**config.mk**
```make
export PLATFORM = sky130hd
export DESIGN_NAME = line_sensor_pid_steering
export DESIGN_NICKNAME = d
export VERILOG_FILES = /design/src/rtl/core/lsps_pkg.sv /design/src/rtl/core/lsps_error_decode.sv /design/src/rtl/core/lsps_pid_stage.sv /design/src/rtl/core/lsps_mix.sv /design/src/rtl/core/line_sensor_pid_steering.sv
export SDC_FILE = /design/constraint.sdc
export NUM_CORES = 1
export LEC_CHECK = 0
export BUFFER_PORTS_ARGS = -buffer_cell sky130_fd_sc_hd__buf_4
export CAP_MARGIN = 0
export CORE_ASPECT_RATIO = 0.9
export CORE_MARGIN = 2
export CORE_UTILIZATION = 55
export CTS_CLUSTER_SIZE = 28
export DETAILED_ROUTE_END_ITERATION = 6
export PLACE_DENSITY_LB_ADDON = 0.3
export SYNTH_ARGS = -nofsm -noshare
export SYNTH_HDL_FRONTEND = slang
export SYNTH_SLANG_ARGS = --single-unit
```
**constraint.sdc**
```tcl
create_clock -name clock -period 24.3 [get_ports clock]
set_input_delay 1.215 -clock clock [delete_from_list [all_inputs] [get_ports clock]]
set_output_delay 1.215 -clock clock [all_outputs]
set_load 0.05 [all_outputs]
```
**src/rtl/core/lsps_pkg.sv**
```systemverilog
package lsps_pkg;

   localparam int SUM_WIDTH = 16;
   localparam int GAIN_W    = 9;
   localparam int SPEED_W   = 8;
   localparam int ERR_W     = 4;
   localparam int CTRL_W    = 16;
   localparam int CSR_DATA_W = 9;
   localparam int CSR_IDX_W = 2;
   localparam int PD_PROD_W = 14;
   localparam int I_PROD_W  = SUM_WIDTH + GAIN_W + 1;

   localparam logic [SPEED_W-1:0] REF_SPEED_RESET  = 8'd180;
   localparam logic [GAIN_W-1:0]  PROP_GAIN_RESET  = 9'd16;
   localparam logic [GAIN_W-1:0]  INTEG_GAIN_RESET = 9'd0;
   localparam logic [GAIN_W-1:0]  DERIV_GAIN_RESET = 9'd3;

   typedef logic signed [ERR_W-1:0] error_type;

   typedef enum logic [CSR_IDX_W-1:0] {
      CSR_REF_SPEED  = 2'd0,
      CSR_PROP_GAIN  = 2'd1,
      CSR_INTEG_GAIN = 2'd2,
      CSR_DERIV_GAIN = 2'd3
   } csr_index_type;

   typedef struct packed {
      logic [GAIN_W-1:0] prop;
      logic [GAIN_W-1:0] integ;
      logic [GAIN_W-1:0] deriv;
   } gains_type;

   typedef struct packed {
      error_type                    error;
      logic                         active;
      logic signed [PD_PROD_W-1:0]  p_prod;
      logic signed [I_PROD_W-1:0]   i_prod;
      logic signed [PD_PROD_W-1:0]  d_prod;
   } prod_type;

   typedef struct packed {
      logic [SPEED_W-1:0]        left_drive;
      logic [SPEED_W-1:0]        right_drive;
      error_type                 line_error;
      logic signed [CTRL_W-1:0]  control_value;
   } result_type;

endpackage

```
**src/rtl/core/lsps_error_decode.sv**
```systemverilog
module lsps_error_decode
   import lsps_pkg::*;
(
   input  logic              clock,
   input  logic              reset,
   input  logic              load,
   input  logic [7:0]        sensor_bits,
   output error_type         error
);

   error_type held_error_ff;
   error_type held_error_in;
   error_type rule_error;
   logic      matched;

   always_comb begin
      matched    = 1'b1;
      rule_error = '0;
      if (sensor_bits[4] && sensor_bits[3]) begin
         rule_error = 4'sd0;
      end else if (sensor_bits[3] && sensor_bits[2]) begin
         rule_error = -4'sd1;
      end else if (sensor_bits[4] && sensor_bits[5]) begin
         rule_error = 4'sd1;
      end else if (sensor_bits[2] && sensor_bits[1]) begin
         rule_error = -4'sd1;
      end else if (sensor_bits[5] && sensor_bits[6]) begin
         rule_error = 4'sd1;
      end else if (sensor_bits[1] && sensor_bits[0]) begin
         rule_error = -4'sd3;
      end else if (sensor_bits[6] && sensor_bits[7]) begin
         rule_error = 4'sd3;
      end else if (sensor_bits[0]) begin
         rule_error = -4'sd4;
      end else if (sensor_bits[7]) begin
         rule_error = 4'sd4;
      end else begin
         matched = 1'b0;
      end
   end

   assign error = matched ? rule_error : held_error_ff;
   assign held_error_in = (load && matched) ? rule_error : held_error_ff;

   always_ff @(posedge clock) begin
      if (reset) begin
         held_error_ff <= '0;
      end else begin
         held_error_ff <= held_error_in;
      end
   end

endmodule

```
**src/rtl/core/lsps_pid_stage.sv**
```systemverilog
module lsps_pid_stage
   import lsps_pkg::*;
(
   input  logic       clock,
   input  logic       reset,
   input  logic       load,
   input  error_type  error,
   input  gains_type  gains,
   output prod_type   prod
);

   logic signed [SUM_WIDTH-1:0] error_sum_ff;
   logic signed [SUM_WIDTH-1:0] error_sum_in;
   logic signed [SUM_WIDTH-1:0] sum_sat;
   logic signed [SUM_WIDTH:0]   sum_wide;
   error_type                   previous_error_ff;
   error_type                   previous_error_in;
   logic signed [ERR_W:0]       error_diff;
   logic                        active;
   prod_type                    prod_ff;
   prod_type                    prod_in;

   assign active   = (error != '0);
   assign sum_wide = (SUM_WIDTH+1)'(error_sum_ff) + (SUM_WIDTH+1)'(error);

   always_comb begin
      if (sum_wide[SUM_WIDTH] != sum_wide[SUM_WIDTH-1]) begin
         sum_sat = sum_wide[SUM_WIDTH] ? {1'b1, {(SUM_WIDTH-1){1'b0}}}
                                       : {1'b0, {(SUM_WIDTH-1){1'b1}}};
      end else begin
         sum_sat = sum_wide[SUM_WIDTH-1:0];
      end
   end

   assign error_diff = (ERR_W+1)'(error) - (ERR_W+1)'(previous_error_ff);

   always_comb begin
      prod_in.error  = error;
      prod_in.active = active;
      prod_in.p_prod = PD_PROD_W'($signed({1'b0, gains.prop}) * PD_PROD_W'(error));
      prod_in.i_prod = I_PROD_W'($signed({1'b0, gains.integ}) * I_PROD_W'(sum_sat));
      prod_in.d_prod = PD_PROD_W'($signed({1'b0, gains.deriv}) * PD_PROD_W'(error_diff));
   end

   assign error_sum_in      = (load && active) ? sum_sat : error_sum_ff;
   assign previous_error_in = (load && active) ? error : previous_error_ff;

   always_ff @(posedge clock) begin
      if (reset) begin
         error_sum_ff      <= '0;
         previous_error_ff <= '0;
      end else begin
         error_sum_ff      <= error_sum_in;
         previous_error_ff <= previous_error_in;
      end
   end

   always_ff @(posedge clock) begin
      if (load) begin
         prod_ff <= prod_in;
      end
   end

   assign prod = prod_ff;

endmodule

```
**src/rtl/core/lsps_mix.sv**
```systemverilog
module lsps_mix
   import lsps_pkg::*;
(
   input  prod_type            prod,
   input  logic [SPEED_W-1:0]  reference_speed,
   output result_type          result
);

   localparam int TOT_W = I_PROD_W + 2;
   localparam int SPD_W = CTRL_W + 2;
   localparam logic signed [TOT_W-1:0] CTRL_MAX = TOT_W'(32767);
   localparam logic signed [TOT_W-1:0] CTRL_MIN = -TOT_W'(32768);
   localparam logic signed [SPD_W-1:0] SPEED_MAX = SPD_W'(255);

   logic signed [PD_PROD_W-1:0] p_half;
   logic signed [I_PROD_W-1:0]  i_half;
   logic signed [PD_PROD_W-1:0] d_half;
   logic signed [TOT_W-1:0]     total;
   logic signed [CTRL_W-1:0]    control;
   logic signed [SPD_W-1:0]     ref_s;
   logic signed [SPD_W-1:0]     ctrl_s;
   logic signed [SPD_W-1:0]     left_clamp;
   logic signed [SPD_W-1:0]     right_clamp;
   logic signed [SPD_W-1:0]     left_raw;
   logic signed [SPD_W-1:0]     right_raw;

   assign p_half = (prod.p_prod
                    + $signed({{(PD_PROD_W-1){1'b0}}, prod.p_prod[PD_PROD_W-1]})) >>> 1;
   assign i_half = (prod.i_prod
                    + $signed({{(I_PROD_W-1){1'b0}}, prod.i_prod[I_PROD_W-1]})) >>> 1;
   assign d_half = (prod.d_prod
                    + $signed({{(PD_PROD_W-1){1'b0}}, prod.d_prod[PD_PROD_W-1]})) >>> 1;

   assign total = TOT_W'(p_half) + TOT_W'(i_half) + TOT_W'(d_half);

   always_comb begin
      if (total > CTRL_MAX) begin
         control = CTRL_MAX[CTRL_W-1:0];
      end else if (total < CTRL_MIN) begin
         control = CTRL_MIN[CTRL_W-1:0];
      end else begin
         control = total[CTRL_W-1:0];
      end
   end

   assign ref_s       = $signed({{(SPD_W-SPEED_W){1'b0}}, reference_speed});
   assign ctrl_s      = SPD_W'(control);
   assign left_clamp  = (ctrl_s > ref_s) ? ref_s : ctrl_s;
   assign right_clamp = (ctrl_s < -ref_s) ? -ref_s : ctrl_s;
   assign left_raw    = ref_s - left_clamp;
   assign right_raw   = ref_s + right_clamp;

   always_comb begin
      result.line_error = prod.error;
      if (prod.active) begin
         result.control_value = control;
         result.left_drive    = (left_raw > SPEED_MAX) ? 8'hFF : left_raw[SPEED_W-1:0];
         result.right_drive   = (right_raw > SPEED_MAX) ? 8'hFF : right_raw[SPEED_W-1:0];
      end else begin
         result.control_value = '0;
         result.left_drive    = reference_speed;
         result.right_drive   = reference_speed;
      end
   end

endmodule

```
**src/rtl/core/line_sensor_pid_steering.sv**
```systemverilog
// Line sensor PID steering controller.
// The req channel carries one beat per control step: an 8-bit sensor sample,
// where bit i set means sensor i sees the line. The rsp channel returns one
// beat per request, in order, with the left and right motor codes, the line
// error used and the saturated PID control value.
// A request beat is registered, then the error decode, error sum update and
// the three gain products fill the product register, and the sum, clamp and
// speed logic fills the result register from the product register.
// One beat per cycle is sustained while rsp_stall is low; the error sum and
// previous error update as a beat enters the product register, when its
// error is nonzero.
// The csr port writes the reference speed and the three gains, index 0 to 3.
// Write it only while no beat is in flight.
// Reset returns the registers to their defaults, clears the held error, the
// error sum and the previous error, and empties the pipeline.
// When rsp_stall is high the result holds; the two inner stages keep filling
// and req_stall rises only once every stage is occupied.
module line_sensor_pid_steering
   import lsps_pkg::*;
(
   input  logic                     clock,
   input  logic                     reset,
   input  logic                     req_valid,
   output logic                     req_stall,
   input  logic [7:0]               req_sensor_bits,
   output logic                     rsp_valid,
   input  logic                     rsp_stall,
   output logic [SPEED_W-1:0]       rsp_left_drive,
   output logic [SPEED_W-1:0]       rsp_right_drive,
   output logic signed [ERR_W-1:0]  rsp_line_error,
   output logic signed [CTRL_W-1:0] rsp_control_value,
   input  logic                     csr_write_enable,
   input  logic [CSR_IDX_W-1:0]     csr_index,
   input  logic [CSR_DATA_W-1:0]    csr_write_data
);

   logic [SPEED_W-1:0] ref_speed_ff;
   logic [SPEED_W-1:0] ref_speed_in;
   gains_type          gains_ff;
   gains_type          gains_in;

   logic       s0_valid_ff;
   logic       s0_valid_in;
   logic [7:0] s0_sensor_ff;
   logic       s1_valid_ff;
   logic       s1_valid_in;
   logic       rsp_valid_ff;
   logic       rsp_valid_in;
   result_type rsp_ff;

   logic       out_ready;
   logic       s1_ready;
   logic       s0_ready;
   logic       req_fire;
   logic       s1_load;
   logic       out_load;

   error_type  error;
   prod_type   prod;
   result_type result;

   always_comb begin
      ref_speed_in = ref_speed_ff;
      gains_in     = gains_ff;
      if (csr_write_enable) begin
         unique case (csr_index_type'(csr_index))
            CSR_REF_SPEED:  ref_speed_in   = csr_write_data[SPEED_W-1:0];
            CSR_PROP_GAIN:  gains_in.prop  = csr_write_data[GAIN_W-1:0];
            CSR_INTEG_GAIN: gains_in.integ = csr_write_data[GAIN_W-1:0];
            CSR_DERIV_GAIN: gains_in.deriv = csr_write_data[GAIN_W-1:0];
            default: ;
         endcase
      end
   end

   always_ff @(posedge clock) begin
      if (reset) begin
         ref_speed_ff   <= REF_SPEED_RESET;
         gains_ff.prop  <= PROP_GAIN_RESET;
         gains_ff.integ <= INTEG_GAIN_RESET;
         gains_ff.deriv <= DERIV_GAIN_RESET;
      end else begin
         ref_speed_ff <= ref_speed_in;
         gains_ff     <= gains_in;
      end
   end

   assign out_ready = !rsp_valid_ff || !rsp_stall;
   assign s1_ready  = !s1_valid_ff || out_ready;
   assign s0_ready  = !s0_valid_ff || s1_ready;
   assign req_fire  = req_valid && s0_ready;
   assign s1_load   = s0_valid_ff && s1_ready;
   assign out_load  = s1_valid_ff && out_ready;

   assign s0_valid_in  = req_fire || (s0_valid_ff && !s1_ready);
   assign s1_valid_in  = s1_load || (s1_valid_ff && !out_ready);
   assign rsp_valid_in = out_load || (rsp_valid_ff && rsp_stall);

   always_ff @(posedge clock) begin
      if (reset) begin
         s0_valid_ff  <= 1'b0;
         s1_valid_ff  <= 1'b0;
         rsp_valid_ff <= 1'b0;
      end else begin
         s0_valid_ff  <= s0_valid_in;
         s1_valid_ff  <= s1_valid_in;
         rsp_valid_ff <= rsp_valid_in;
      end
   end

   always_ff @(posedge clock) begin
      if (req_fire) begin
         s0_sensor_ff <= req_sensor_bits;
      end
      if (out_load) begin
         rsp_ff <= result;
      end
   end

   lsps_error_decode u_error (
      .clock       (clock),
      .reset       (reset),
      .load        (s1_load),
      .sensor_bits (s0_sensor_ff),
      .error       (error)
   );

   lsps_pid_stage u_pid (
      .clock (clock),
      .reset (reset),
      .load  (s1_load),
      .error (error),
      .gains (gains_ff),
      .prod  (prod)
   );

   lsps_mix u_mix (
      .prod            (prod),
      .reference_speed (ref_speed_ff),
      .result          (result)
   );

   assign req_stall         = !s0_ready;
   assign rsp_valid         = rsp_valid_ff;
   assign rsp_left_drive    = rsp_ff.left_drive;
   assign rsp_right_drive   = rsp_ff.right_drive;
   assign rsp_line_error    = rsp_ff.line_error;
   assign rsp_control_value = rsp_ff.control_value;

   a_error_range: assert property (@(posedge clock) disable iff (reset)
      s1_valid_ff |-> (prod.error >= -4'sd4) && (prod.error <= 4'sd4))
      else $error("line error out of range");

   a_zero_error_idle: assert property (@(posedge clock) disable iff (reset)
      (rsp_valid_ff && rsp_ff.line_error == '0) |->
         (rsp_ff.control_value == '0) && (rsp_ff.left_drive == rsp_ff.right_drive))
      else $error("zero error must give zero control and equal speeds");

   a_steer_side: assert property (@(posedge clock) disable iff (reset)
      (rsp_valid_ff && rsp_ff.control_value > 0) |->
         (rsp_ff.left_drive <= rsp_ff.right_drive))
      else $error("positive control must not slow the right motor below the left");

   a_free_slot_takes: assert property (@(posedge clock) disable iff (reset)
      !s0_valid_ff |-> !req_stall)
      else $error("request stalled with an empty input stage");

   a_stage_moves: assert property (@(posedge clock) disable iff (reset)
      (s1_valid_ff && out_ready) |=> rsp_valid_ff)
      else $error("result lost between stage and result register");

endmodule

```
After elaboration in Yosys (flattened, before gate mapping)
Index checks and enable logic that the tools add are counted.

storage, ports and cells
  register bits = 165
  input port bits = 24
  output and inout bits = 38
  logic and storage cells = 105

cells by class
  $add $sub $neg = 10
  multiply operators = 3
  order comparisons = 6
  equality and inequality tests = 4
  mux-type cells = 28
  reduce and logical (&&, ||, !) cells = 34

operators with widths
  operator                count
  $mux W16                5
  $gt A18 B9 Y1 const B   2
  $mux W18                2
  $mux W4                 9
  $add A14 B2 Y14         2
  $gt A28 B16 Y1 const B  1
  $lt A28 B16 Y1 const B  1
  $add A26 B13 Y27        1
  $add A13 B25 Y26        1
  $add A26 B2 Y26         1
  $mul A10 B16 Y26        1
  $add A9 B18 Y18         1
  $lt A16 B18 Y1          1
  $neg A8 Y18             1
  $sub A9 B18 Y18         1
  $add A16 B4 Y17         1
  $gt A16 B9 Y1           1
  $mux W8                 2
  $logic_and A1 B1 Y1     15
  $mul A10 B4 Y14         1
  $mul A10 B5 Y14         1
  $mux W1                 9
  $reduce_and A2 Y1       4
  $logic_not A1 Y1        7
  other kinds (8)         14

Longest topological paths before layout
  word-level depth = 14
  mapped depth = 52
  mapped depth without buffers = 51

Modules after synthesis
A second synthesis with hierarchy kept.

unflattened totals
  cell total of the unflattened synthesis = 2294
  area total of the unflattened synthesis = 20611.0 um^2

modules (own cells, without submodules)
  module                    times used  cells each  area an instance (um^2)  sequential area each (um^2)
  lsps_pid_stage            1           1244        11644.9                  2172.1
  lsps_mix                  1           812         5711.7                   0.0
  line_sensor_pid_steering  1           194         2902.8                   2082.0
  lsps_error_decode         1           44          351.6                    80.1

Worst setup path after synthesis
No wires, ideal clock.

  path kind = register to register
  start = register u_pid.prod_ff (netlist bit u_pid.prod[13])
  end = register rsp_ff (netlist bit rsp_right_drive[0]), data pin
  setup time = 0.279 ns
  arrival time = 11.069 ns
  required time = 24.021 ns
  setup slack = 12.951 ns
  cell stages (with the launch flop) = 50
  path buffers = 4
  period minus slack after synthesis = 11.349 ns
  cell sequence = edfxtp_1 and2_1 nand3_1 nor2_1 nand2_1 o21ai_0 fa_1 inv_1 ha_1 buf_2 a21oi_2 o211ai_1 a221o_1 a31o_2 o31a_1 o311ai_4 nand4_4 o31ai_2 [... 14 more ...] o21ai_0 ha_1 inv_1 fa_1 nor2b_1 o21ai_0 a21boi_0 o21ai_0 a21boi_0 o21ai_0 nand2b_1 inv_1 a311o_1 nor4_4 nand3_2 mux2_4 o211ai_4 nand3_1

RTL lines
  what                      line                             source
  start: declaration        lsps_pid_stage.sv:20             prod_type prod_ff;
  start signal: assignment  lsps_pid_stage.sv:60             prod_ff <= prod_in;
  end signal: assignment    line_sensor_pid_steering.sv:116  rsp_ff <= result;
  end: declaration          line_sensor_pid_steering.sv:49   result_type rsp_ff;

==> results.tsv <==
metric	value	unit
outcome	finished, final reports clean	
synth_xor_area_share	6.31	%
finalMaxSlewViolations	0	
cts_made_buffers	17	
cap_violations	0	
n_antenna_cell	0	
path_class	reg -> reg	
syn-num-nets	2589	
gp_congestion	0.923	
hold_viol	0	
slowest_stage	o31ai_2	
muxShareOfSynthArea	0.869	%
maxSlewHeadroom	20.0	%
io_pins	62	
setup-violations-final	0	
synth_top_family_by_area	adder cells	
crit_fanout	28	
syn_area	19300	µm²
async_reset_ff_share	0	%
cts_buffer_depth	2	
slowest_delay	850	ps
num_rows	65	
ir_drop	0.0596	mV
yosys.area_share.simple	16.9	%
die_y	182	µm
cts_tree	yes	
netlist.area_leader.share	19.6	%
ys.flop_type	edfxtp_1	
die_x	201	µm
worst_path_most_repeated_cell	o21ai_0	
grt_max_degree	60	
synth_compound_area_share	13.5	%
fin_skew	13.2	ps
track_usage	25.2	%
ant_nets	0	
synth.top_cells.by_count	inv_1, nand2_1, ha_1	
worstSkewPairLatency	460	ps
synth.area.top_cells	fa_1, edfxtp_1, ha_1	
drt_wl_total	44.7	mm
initial_utilization	55.4	%
yosys_register_bits	165	
cts-root-buf	clkbuf_16	
fillers	3037	
clock.fmax	0.0871	GHz
avgSynthCellArea	8.88	µm²
synthCells	2173	
required	24470	ps
yosysSeqAreaShare	22.5	%
grt_pass1_vias	15300	
setup_tns	0	ps
rsz0062_at_grt	no	
arrival	11660	ps
core	34800	µm²
worstSetupStartpointType	flop	
cts_hold_repair.buffers	0	
nets	2621	
ys_warn_count	0	
drtIter0Drc	869	
clkSinkCount	165	
grt_first_pass_wirelength	74.8	mm
synthAdderAreaFrac	32.8	%
vias_per_cell	5.61	
hpwl	35.8	mm
netlist-cell-type-count	78	
portBuffers	61	
synth_largest_area_cell	fa_1	
first_pass_iters	6	
wl_per_cell	16.6	µm
worst_pin_slew	1190	ps
vias	15100	
critPathCaptureType	flop	
period_minus_slack	11480	ps
synth_edf_count	103	
p_leak	9.74	nW
cts.htree.levels	4	
drc_errors	0	
overflow	0	
final_util	59.8	%
antenna_found_initial	0	
power.density	84.6	nW/µm²
area_delta_synth_final	7.93	%
hold_path_class	reg -> reg	
synth.most_common_cell	inv_1	
drive_gt1_share	6.72	%
crit_buf_inv	4	
clkTransAtPathRegs	80	ps
finalCritPeriodShare	47.3	%
cts_setup_buffers	0	
die_area	36600	µm²
postCtsResizedCells	0	
crit_family	compound AO/OA/AOI/OAI gates	
-- cells in the final DEF (no fill, tap or decap), types with 4 or more instances in the layout --
cell / instances
a31o_2: 8
a22oi_1: 4
and4_1: 4
a211oi_1: 10
xor2_1: 57
or3_1: 4
mux2i_1: 13
o21bai_1: 15
nand2_1: 236
dfxtp_1: 62
nor4_1: 9
a21boi_0: 6
o31ai_1: 5
a2bb2oi_1: 8
buf_4: 68
nand3_1: 51
and2_1: 72
nand4_1: 11
or2_2: 15
a21o_1: 39
inv_6: 5
nor2_1: 161
o31a_1: 4
clkinv_8: 5
fa_1: 189
inv_1: 313
a21oi_1: 133
and3_1: 12
nor3_1: 33
nor2b_1: 28
ha_1: 203
clkbuf_16: 17
o21ai_1: 4
a31oi_1: 8
o21ai_0: 104
o211ai_1: 12
nand2b_1: 23
edfxtp_1: 103
xnor2_1: 82
o21a_1: 14
-- worst reg2reg max path: cells and delay by family (launching register included) --
family | cells | cell delay [ps]
compound gates | 22 | 6270
fa+ha+maj | 5 | 1850
buf+inv | 4 | 420
flops | 1 | 370
mux | 1 | 230
simple gates | 11 | 2070
-- flip-flops by register name (all words and copies together) (netlist names) --
signal                   count
ref_speed_ff                 8
rsp_line_error               4
u_pid.previous_error_ff      4
s1_valid_ff                  1
rsp_left_drive               8
rsp_right_drive              8
s0_valid_ff                  1
s0_sensor_ff                 8
u_error.held_error_ff        4
rsp_control_value           16
u_pid.prod                  59
gains_ff                    27
u_pid.error_sum_ff          16
rsp_valid                    1
-- path summary, 6_finish.rpt --
| path | from | end | slack [ps] | depth (start not counted) |
|---|---|---|---|---|
| setup / recovery | u_pid.prod[13] | rsp_right_drive[1] | 12820 | 43 |
| hold / removal | u_pid.prod[57] | rsp_line_error[2] | 430 | 0 |
| setup reg to reg | u_pid.prod[13] | rsp_right_drive[1] | 12820 | 43 |
| hold reg to reg | u_pid.prod[57] | rsp_line_error[2] | 430 | 0 |
-- where the power goes --
group	internal [W]	switching, W	leakage (nW)
clock network	0.000142	0.000147	0.299
registers	0.000351	0.0000210	1.46
logic	0.000431	0.000672	7.98
-- layout make-up --
class	count	area [µm²]	share of cell area, %
inverter	313	1170	5.64
clock buffer	17	425	2.04
timing repair buffer	68	510	2.45
tap	469	587	2.82
sequential	165	4330	20.8
multi-input combinational	1640	13600	65.3
clock inverter	15	194	0.931
-- metal layers --
| layer | vias up | wire length (µm) | GRT usage, % |
|---|---|---|---|
| li1 | 7317 | - | - |
| met1 | 7249 | 20100 | 33.7 |
| met2 | 438 | 20900 | 42.0 |
| met3 | 77 | 2600 | 3.93 |
| met4 | 0 | 1080 | 8.15 |
| met5 | - | 0 | 0 |
-- kinds of logic after synthesis --
kind of cell / after synthesis
AOI/OAI and AO/OA: 413
xor gates and xnor gates: 139
adders and majority gates: 392
buffers and inverters: 368
DFF: 165
muxes: 16
and+or+nand+nor: 680
-- stage by stage --
stage | setup WS [ps] | instance area (µm²) | total power [W] | hold slack [ps] | cells
4_1_cts | 12840 | 20800 | 0.00176 | 438 | 2687
2_1_floorplan | 12950 | 19300 | 0.00122 | 400 | 2173
3_3_place_gp | 13370 | 20200 | 0.00144 | 407 | 2655
3_5_place_dp | 12900 | 20200 | 0.00146 | 406 | 2655
5_1_grt | 11640 | 20800 | 0.00192 | 439 | 2687
6_report | 12820 | 20800 | 0.00176 | 432 | 2687
No activity file was read; power rests on OpenSTA's default activity.
